--- src/rtl/ffcp_pkg.sv ---
// Types and constants of the first-fit constrained packer.
// Used by the top level and by its checker; depends on nothing.
`timescale 1ns / 1ps

package ffcp_pkg;

  localparam int unsigned LIMIT_W   = 16;
  localparam int unsigned CFG_IDX_W = 1;

  localparam logic [CFG_IDX_W-1:0] REG_LATENCY_LIMIT = 1'd0;
  localparam logic [CFG_IDX_W-1:0] REG_MEMORY_LIMIT  = 1'd1;

  localparam logic [LIMIT_W-1:0] LATENCY_LIMIT_RESET = 16'd50;
  localparam logic [LIMIT_W-1:0] MEMORY_LIMIT_RESET  = 16'd100;

  typedef struct packed {
    logic       start_set;
    logic [9:0] node_id;
    logic [7:0] node_cost;
    logic [7:0] node_latency;
    logic       node_secure;
  } ffcp_in_t;

  typedef struct packed {
    logic [9:0] placed_id;
    logic [5:0] partition_index;
    logic       opened_new;
    logic       table_overflow;
  } ffcp_out_t;

  // One partition table entry as stored in memory.
  typedef struct packed {
    logic               has_secure;
    logic [LIMIT_W-1:0] cost_sum;
    logic [LIMIT_W-1:0] lat_sum;
  } part_entry_t;

endpackage

--- src/rtl/first_fit_constrained_packer_top.sv ---
// Top level of the first-fit constrained packer: sequencer and partition table memory.
// Depends on ffcp_pkg.
`timescale 1ns / 1ps

// Each node transfer is placed into the first open partition whose summed latency
// and summed cost stay within latency_limit and memory_limit after adding the node;
// a secure node may only join a partition that already holds a secure node. When
// no partition fits, a new one is opened for the node, and when the table already
// holds MAX_PARTS partitions the node is dropped with table_overflow set and
// partition_index 0. A node with start_set high empties the table first. The
// partition sums live in a single-port-write, registered-read memory that is
// scanned one entry per cycle from index 0, and the scan stops at the first fit.
// A node against an empty table opens partition 0 without a scan. The result is
// held in an output register, so the next node is taken while a result waits on
// out_stall, and only the final commit of that node waits for the output to free.
// Configuration writes are taken in any cycle and must be made while idle.
// Memory entries need no clearing after reset: only entries below the partition
// count are read, and each was written when its partition was opened.
module first_fit_constrained_packer_top
  import ffcp_pkg::*;
#(
  parameter int unsigned MAX_PARTS = 64
) (
  input  logic                 clk,
  input  logic                 rst_n,
  input  logic                 in_valid,
  output logic                 in_stall,
  input  ffcp_in_t             in_data,
  output logic                 out_valid,
  input  logic                 out_stall,
  output ffcp_out_t            out_data,
  input  logic                 cfg_we,
  input  logic [CFG_IDX_W-1:0] cfg_index,
  input  logic [LIMIT_W-1:0]   cfg_wdata
);

  localparam int unsigned IDX_W = (MAX_PARTS > 1) ? $clog2(MAX_PARTS) : 1;
  localparam int unsigned CNT_W = $clog2(MAX_PARTS + 1);

  typedef enum logic [1:0] {
    ST_IDLE,
    ST_SCAN,
    ST_RESULT
  } state_t;

  state_t             state_r;
  logic [CNT_W-1:0]   count_r;
  logic [LIMIT_W-1:0] lat_limit_r;
  logic [LIMIT_W-1:0] mem_limit_r;
  ffcp_in_t           item_r;
  logic [IDX_W-1:0]   eval_idx_r;
  logic [IDX_W-1:0]   res_idx_r;
  logic               res_open_r;
  logic               res_ovf_r;
  logic               wr_en_r;
  part_entry_t        wr_data_r;
  logic               out_valid_r;
  ffcp_out_t          out_data_r;

  part_entry_t        part_mem [MAX_PARTS];
  part_entry_t        rd_data_r;
  logic [IDX_W-1:0]   rd_addr;

  logic [LIMIT_W:0]   new_lat;
  logic [LIMIT_W:0]   new_cost;
  logic               fits;
  logic               last_entry;
  logic               can_open;
  logic               out_free;
  logic               commit;
  logic [IDX_W+5:0]   res_idx_ext;
  part_entry_t        merged_entry;
  part_entry_t        fresh_entry;

  // Entry under test arrives in the cycle after its address; the next address is
  // already on the way, so the scan advances one entry per cycle.
  assign rd_addr = (state_r == ST_SCAN) ? (eval_idx_r + IDX_W'(1)) : '0;

  assign new_lat  = {1'b0, rd_data_r.lat_sum}  + {9'b0, item_r.node_latency};
  assign new_cost = {1'b0, rd_data_r.cost_sum} + {9'b0, item_r.node_cost};
  assign fits     = (new_lat <= {1'b0, lat_limit_r}) &&
                    (new_cost <= {1'b0, mem_limit_r}) &&
                    (!item_r.node_secure || rd_data_r.has_secure);

  assign last_entry = (CNT_W'(eval_idx_r) + CNT_W'(1)) == count_r;
  assign can_open   = count_r < CNT_W'(MAX_PARTS);

  assign merged_entry.has_secure = rd_data_r.has_secure | item_r.node_secure;
  assign merged_entry.cost_sum   = new_cost[LIMIT_W-1:0];
  assign merged_entry.lat_sum    = new_lat[LIMIT_W-1:0];

  assign fresh_entry.has_secure = item_r.node_secure;
  assign fresh_entry.cost_sum   = {8'b0, item_r.node_cost};
  assign fresh_entry.lat_sum    = {8'b0, item_r.node_latency};

  assign out_free    = !out_valid_r || !out_stall;
  assign commit      = (state_r == ST_RESULT) && out_free;
  assign res_idx_ext = {6'b0, res_idx_r};

  assign in_stall  = (state_r != ST_IDLE);
  assign out_valid = out_valid_r;
  assign out_data  = out_data_r;

  // Partition table: one write at commit, one registered read per cycle.
  always_ff @(posedge clk) begin
    if (commit && wr_en_r) begin
      part_mem[res_idx_r] <= wr_data_r;
    end
    rd_data_r <= part_mem[rd_addr];
  end

  always_ff @(posedge clk) begin
    if (!rst_n) begin
      state_r     <= ST_IDLE;
      count_r     <= '0;
      lat_limit_r <= LATENCY_LIMIT_RESET;
      mem_limit_r <= MEMORY_LIMIT_RESET;
      out_valid_r <= 1'b0;
    end else begin
      if (cfg_we) begin
        unique case (cfg_index)
          REG_LATENCY_LIMIT: lat_limit_r <= cfg_wdata;
          REG_MEMORY_LIMIT:  mem_limit_r <= cfg_wdata;
          default: ;
        endcase
      end

      // A commit in the same cycle loads the next result instead.
      if (out_valid_r && !out_stall && !commit) begin
        out_valid_r <= 1'b0;
      end

      unique case (state_r)
        ST_IDLE: begin
          if (in_valid) begin
            item_r     <= in_data;
            eval_idx_r <= '0;
            if (in_data.start_set) begin
              count_r <= '0;
            end
            if (in_data.start_set || (count_r == '0)) begin
              // Empty table: the node opens partition 0 without a scan.
              res_idx_r  <= '0;
              res_open_r <= 1'b1;
              res_ovf_r  <= 1'b0;
              wr_en_r    <= 1'b1;
              wr_data_r.has_secure <= in_data.node_secure;
              wr_data_r.cost_sum   <= {8'b0, in_data.node_cost};
              wr_data_r.lat_sum    <= {8'b0, in_data.node_latency};
              state_r    <= ST_RESULT;
            end else begin
              state_r <= ST_SCAN;
            end
          end
        end
        ST_SCAN: begin
          if (fits) begin
            res_idx_r  <= eval_idx_r;
            res_open_r <= 1'b0;
            res_ovf_r  <= 1'b0;
            wr_en_r    <= 1'b1;
            wr_data_r  <= merged_entry;
            state_r    <= ST_RESULT;
          end else if (last_entry) begin
            res_open_r <= can_open;
            res_ovf_r  <= !can_open;
            wr_en_r    <= can_open;
            wr_data_r  <= fresh_entry;
            res_idx_r  <= can_open ? count_r[IDX_W-1:0] : '0;
            state_r    <= ST_RESULT;
          end else begin
            eval_idx_r <= eval_idx_r + IDX_W'(1);
          end
        end
        ST_RESULT: begin
          if (out_free) begin
            out_valid_r                <= 1'b1;
            out_data_r.placed_id       <= item_r.node_id;
            out_data_r.partition_index <= res_idx_ext[5:0];
            out_data_r.opened_new      <= res_open_r;
            out_data_r.table_overflow  <= res_ovf_r;
            if (res_open_r) begin
              count_r <= count_r + CNT_W'(1);
            end
            state_r <= ST_IDLE;
          end
        end
        default: state_r <= ST_IDLE;
      endcase
    end
  end

endmodule

--- config.mk ---
export PLATFORM = sky130hd
export DESIGN_NAME = first_fit_constrained_packer_top
export DESIGN_NICKNAME = d
export VERILOG_FILES = /design/src/rtl/ffcp_pkg.sv /design/src/rtl/first_fit_constrained_packer_top.sv
export SDC_FILE = /design/constraint.sdc
export NUM_CORES = 2
export LEC_CHECK = 0
export BUFFER_PORTS_ARGS = -buffer_cell sky130_fd_sc_hd__buf_2
export CAP_MARGIN = 15
export CELL_PAD_IN_SITES_DETAIL_PLACEMENT = 1
export CELL_PAD_IN_SITES_GLOBAL_PLACEMENT = 1
export CORE_UTILIZATION = 35
export CTS_CLUSTER_DIAMETER = 80
export DETAILED_ROUTE_END_ITERATION = 8
export PLACE_DENSITY_LB_ADDON = 0.25
export SLEW_MARGIN = 25
export SYNTH_ARGS = -nofsm -noshare
export SYNTH_HDL_FRONTEND = slang
export SYNTH_SLANG_ARGS = --single-unit
--- constraint.sdc ---
create_clock -name clk -period 21.4 [get_ports clk]
set_input_delay 1.07 -clock clk [delete_from_list [all_inputs] [get_ports clk]]
set_output_delay 1.07 -clock clk [all_outputs]
set_load 0.01 [all_outputs]
# Word-level counts from Yosys, hierarchy flattened
# Memories as Yosys holds them, arrays and structs flattened. A register that Yosys moved wholly into a read port is not among the register bits.
# Index checks and enable logic that the tools add are counted.
[classes] addsub=5 order_cmp=3 reduce_logical=27 n_div=0 eq_ne=11 muxes=44 shifts=0 multipliers=0 bitwise=2
[op_table] operator="$mux W33" count=4
[op_table] operator="$pmux W33 S2" count=1
[op_table] operator="$mux W6" count=9
[op_table] operator="$add A16 B8 Y17" count=2
[op_table] operator="$le A17 B16 Y1" count=2
[op_table] operator="$mux W7" count=4
[op_table] operator="$pmux W6 S2" count=2
[op_table] operator="$reduce_and A5 Y1" count=3
[op_table] operator="$mux W1" count=14
[op_table] operator="$ne A2 B2 Y1 const B" count=7
[op_table] operator="$pmux W7 S2" count=1
[op_table] operator="$mux W2" count=5
[op_table] operator="$reduce_and A3 Y1" count=3
[op_table] operator="$add A6 B1 Y7 const B" count=1
[op_table] operator="$add A7 B1 Y7 const B" count=1
[op_table] operator="$eq A7 B7 Y1" count=1
[op_table] operator="$logic_not A7 Y1" count=1
[op_table] operator="$lt A7 B7 Y1 const B" count=1
[op_table] operator="$add A6 B1 Y6 const B" count=1
[op_table] operator="$logic_and A1 B1 Y1" count=6
[op_table] operator="$pmux W1 S2" count=3
[op_table] operator="$pmux W2 S3" count=1
[op_table] operator="$reduce_bool A2 Y1" count=3
[op_table] operator="$logic_not A1 Y1" count=5
[op_table] operator="other kinds (8)" count=11
[totals] reg_bits=135 output_inout_bits=20 mem_count=1 mem_bits_ro=0 mem_bits_rw=2112 latch_bits=0 wordCells=114
[mem_list] name="part_mem" depth=64 width=33 rd=1 rd_clocked_by_memory_dff=1 write_ports=1 line="first_fit_constrained_packer_top.sv:60" rtl="part_entry_t part_mem [MAX_PARTS];"

# Logic depth before layout (Yosys ltp)
[logic_depth] depth_word=8 depth_mapped=19 ltp_nobuf=17

# Worst setup path after synthesis
# OpenSTA, ideal clock, no wires.
[synth_path] kind="reg2reg" start="register item_r (netlist bit fresh_entry[16])" end="register res_idx_r[0], enable pin" setup_ns=0.561 period_less_slack_ns=8.577 t_required_ns=20.839 path_buffers=0 path_stages_with_launch=17 setup_slack_ns=12.823 arrival_time_ns=8.016 cell_sequence="edfxtp_1 > ha_1 > fa_1 > a21o_1 > a21oi_1 > nor2b_1 > o31a_1 > and3_1 > xor2_1 > ha_1 > a211o_1 > o211ai_1 > a21oi_1 > o31ai_1 > and4_4 > a211oi_2 > nor4b_1"
[synth_lines] item="start, declared" line="first_fit_constrained_packer_top.sv:50" rtl="ffcp_in_t item_r;"
[synth_lines] item="start signal, assigned" line="first_fit_constrained_packer_top.sv:136" rtl="item_r <= in_data;"
[synth_lines] item="end signal, assigned" line="first_fit_constrained_packer_top.sv:158" rtl="res_idx_r <= eval_idx_r;"
[synth_lines] item="end signal, assigned" line="first_fit_constrained_packer_top.sv:169" rtl="res_idx_r <= can_open ? count_r[IDX_W-1:0] : '0;"
[synth_lines] item="end, declared" line="first_fit_constrained_packer_top.sv:52" rtl="logic [IDX_W-1:0] res_idx_r;"

# Final worst setup path
[layout_path] start="register state_r[0]" end="register rd_data_r[21] (netlist name)"
[layout_between] elab_chain_len=2
[layout_lines] item="start, declared" line="first_fit_constrained_packer_top.sv:46" rtl="state_t state_r;"
[layout_lines] item="start signal, assigned" line="first_fit_constrained_packer_top.sv:114" rtl="state_r <= ST_IDLE;"
[layout_lines] item="start signal, assigned" line="first_fit_constrained_packer_top.sv:150" rtl="state_r <= ST_RESULT;"
[layout_lines] item="start signal, assigned" line="first_fit_constrained_packer_top.sv:152" rtl="state_r <= ST_SCAN;"
[layout_lines] item="$eq A2 B1 Y1" line="first_fit_constrained_packer_top.sv:77" rtl="assign rd_addr = (state_r == ST_SCAN) ? (eval_idx_r + IDX_W'(1)) : '0;"
[layout_lines] item="$mux W6" line="first_fit_constrained_packer_top.sv:77"
# Every way passes these cells.
# A chain may end at the register's enable or synchronous reset.

==> flow_metrics.tcl <==
set metrics [dict create \
    cts_made_buffers 231 \
    drtAntennaViolNets 0 \
    yosys.area.top_type "edfxtp_1" \
    drv_slew 0 \
    postSynthAreaPerCell_um2 18.4 \
    wl_met3_mm 18.7 \
    async_reset_ff_share_pct 0 \
    fin_setup_tns_ns 0 \
    leakagePower_nw 29.6 \
    drt-pass1-iter-count 6 \
    cellPowerDensity_nw_per_um2 92.3 \
    layout.nets 4984 \
    finalSetupViolCount 0 \
    slowest_delay_ns 0.78 \
    relSlewSlack_pct 25.4 \
    worstPathRequired_ns 22.11 \
    die_width_um 502 \
    seqPwrFrac_pct 53.5 \
    synth-seq-area-share_pct 77.3 \
    drive_above_1_share_pct 17.8 \
    max_freq_mhz 168 \
    track_usage_pct 22.3 \
    die_area_um2 252000 \
    core_area_um2 249000 \
    cp_top_family "simple AND/OR/NAND/NOR gates" \
    dp_hpwl_mm 151 \
    first_iter_violations 5709 \
    cts_root_buffer "clkbuf_16" \
    clock_latency_ns 0.88 \
    grt_pass1_wl_mm 397 \
    grt_start_max_net_pins 214 \
    cts_tree "built" \
    hold_path_class "in2reg" \
    ys_warn_count 0 \
    areaGrowthSynthToFinish_pct 14.1 \
    wl_met2_mm 136 \
    pwr-share-comb_pct 3.0 \
    ioPinCount 70 \
    synth.top_cells.by_count "2205 x edfxtp_1, 487 x o221ai_1, 252 x mux4_2" \
    finalCriticalPeriod_ns 5.94 \
    grt_overflow 0 \
    fin_util_pct 40.2 \
    whs_path_depth 1 \
    start_util_pct 35.2 \
    path_cells "nor2b_4 > nand2b_1 > clkinv_16 > buf_4 > buf_4 > mux4_2 > nor2_1 > a31oi_1 > nand3_1 > nand4_1" \
    synth_cell_type_count 77 \
    synth-seq-cells 2280 \
    start_kind "register" \
    ir_worst_vdd_uv 86.9 \
    numPortBuffers 69 \
    grt_pass1_vias 50500 \
    clk_pin_slew_ns 0.06 \
    num_rows 183 \
    netlist_area_um2 87600 \
    yosys.cell_count.top_type "edfxtp_1" \
    yosysTopAreaCellShare_pct 75.6 \
    cp.arrival_ns 6.65 \
    crit_type "reg2reg" \
    fillCellCount 24100 \
    status "finished, final reports clean" \
    synth-main-ff-cell "edfxtp_1" \
    p_sw_share_pct 21.2 \
    wl_met1_mm 121 \
    netlist_instances 4761 \
    drv_cap 0 \
    worstPathMaxFanout 213 \
    viasPerCell 5.89 \
    detail_route.wl_per_cell_um 33.7 \
    synth_fp_nets 4864 \
    ff2ff_path_depth 10 \
    critPathMostFrequentCell "buf_4" \
    worst_pin_slew_ns 1.11 \
    synth_edf_count 2205 \
    htree_levels 4 \
    finalWirelength_mm 284 \
    drc 0 \
    post_cts_buffers 0 \
    path_depth 10 \
    top_layer "met5" \
    antenna_found_initial 13 \
    switchingPower_w 0.00196 \
    cts_resized 0 \
    num_vias 49500 \
    power_w 0.00922 \
    hold_buffers 0 \
    clk_path_buf_depth 3 \
    clock_skew_ns 0.0417 \
    numClockSinks 2280 \
    rsz0062_at_grt "no" \
    crit_slowest_cell "buf_4" \
    synth_area_leaders "edfxtp_1 76%, mux4_2 6.5%, o221ai_1 4.9%" \
    p_int_w 0.00726 \
    fp.dieH_um 502 \
    fin_crit_sh_pct 27.8 \
    cp_num_buf_inv 3 \
    crit_path_end_kind "register" \
    gp_congestion 0.850 \
    clockPowerShare_pct 43.5 \
    final_hold_viol_count 0 \
]
-- cell families after synthesis --
| group | synth area share, % |
|---|---|
| xor gates and xnor gates | 0.484 |
| DFF | 77.3 |
| adders and majority gates | 0.774 |
| buffers and inverters | 2.11 |
| muxes | 6.64 |
| and+or+nand+nor | 4.51 |
| AOI/OAI and AO/OA | 8.18 |
-- per-layer routing --
metal  vias up  track usage, %
met5         -               0
met4         4            6.16
met3       317            3.33
met2      1916            36.3
met1     27000            31.0
li1      20200               -
-- layout make-up --
| class | count | area (µm²) | area share [%] |
|---|---|---|---|
| sequential | 2280 | 67700 | 67.8 |
| multi-input combinational | 2085 | 18600 | 18.6 |
| clock buffer | 317 | 6460 | 6.46 |
| tap | 3330 | 4170 | 4.17 |
| timing repair buffer | 229 | 1750 | 1.75 |
| clock inverter | 114 | 982 | 0.983 |
| inverter | 54 | 244 | 0.244 |
| antenna | 4 | 10.0 | 0.0100 |
-- worst reg2reg max path, stage by stage, from the launching register on --
cell and delay [ns]:
dfxtp_1 0.42, nor2b_4 0.74, nand2b_1 0.61, clkinv_16 0.66, buf_4 0.95, buf_4 0.77
mux4_2 0.61, nor2_1 0.10, a31oi_1 0.08, nand3_1 0.66, nand4_1 0.16
-- cell usage in the layout, fill, tap and decap left out, drive strengths merged, types with 55 or more instances in the layout --
master,instances
dfxtp,75
o22a,65
nand3,226
nand2,149
mux4,252
clkinv,91
o221ai,487
edfxtp,2205
nand4,120
nor2,224
clkbuf,317
inv,55
buf,229
a31oi,121
-- path summary, 6_finish.rpt --
check / start / endpoint / slack, ns
max: state_r[0] / rd_data_r[21] / 15.46
min: in_data[21] / item_r[21] / 0.37
max reg2reg: state_r[0] / rd_data_r[21] / 15.46
min reg2reg: item_r[18] / out_data[9] / 0.42
-- flip-flops by register name, indices dropped and copies added, names as in the netlist --
name and flops:
res_idx_r 6, state_r 2, wr_data_r 33, res_ovf_r 1
item_r 10, lat_limit_r 16, rd_data_r 33, fresh_entry 17
eval_idx_r 6, out_valid 1, res_open_r 1, wr_en_r 1
out_data 18, count_r 7, mem_limit_r 16, part_mem 2112
-- power groups by stage --
stage / clock, W / combinational [W] / sequential [W]
floorplan: 0 / 0.000128 / 0.00504
global route: 0.00422 / 0.000296 / 0.00493
detailed placement: 0 / 0.000275 / 0.00503
global placement: 0 / 0.000267 / 0.00503
CTS: 0.00407 / 0.000276 / 0.00493
finish: 0.00401 / 0.000278 / 0.00493
-- stage by stage --
step | cell area (µm²) | hold WS, ns | instances | setup slack (ns)
finish | 99900 | 0.365 | 8413 | 15.46
global placement | 92400 | 0.401 | 7972 | 15.53
global route | 99900 | 0.320 | 8410 | 15.16
floorplan | 87600 | 0.400 | 4761 | 12.82
detailed placement | 92500 | 0.406 | 7977 | 15.52
CTS | 99900 | 0.276 | 8408 | 15.48
Power figures use the tool's default switching activity.
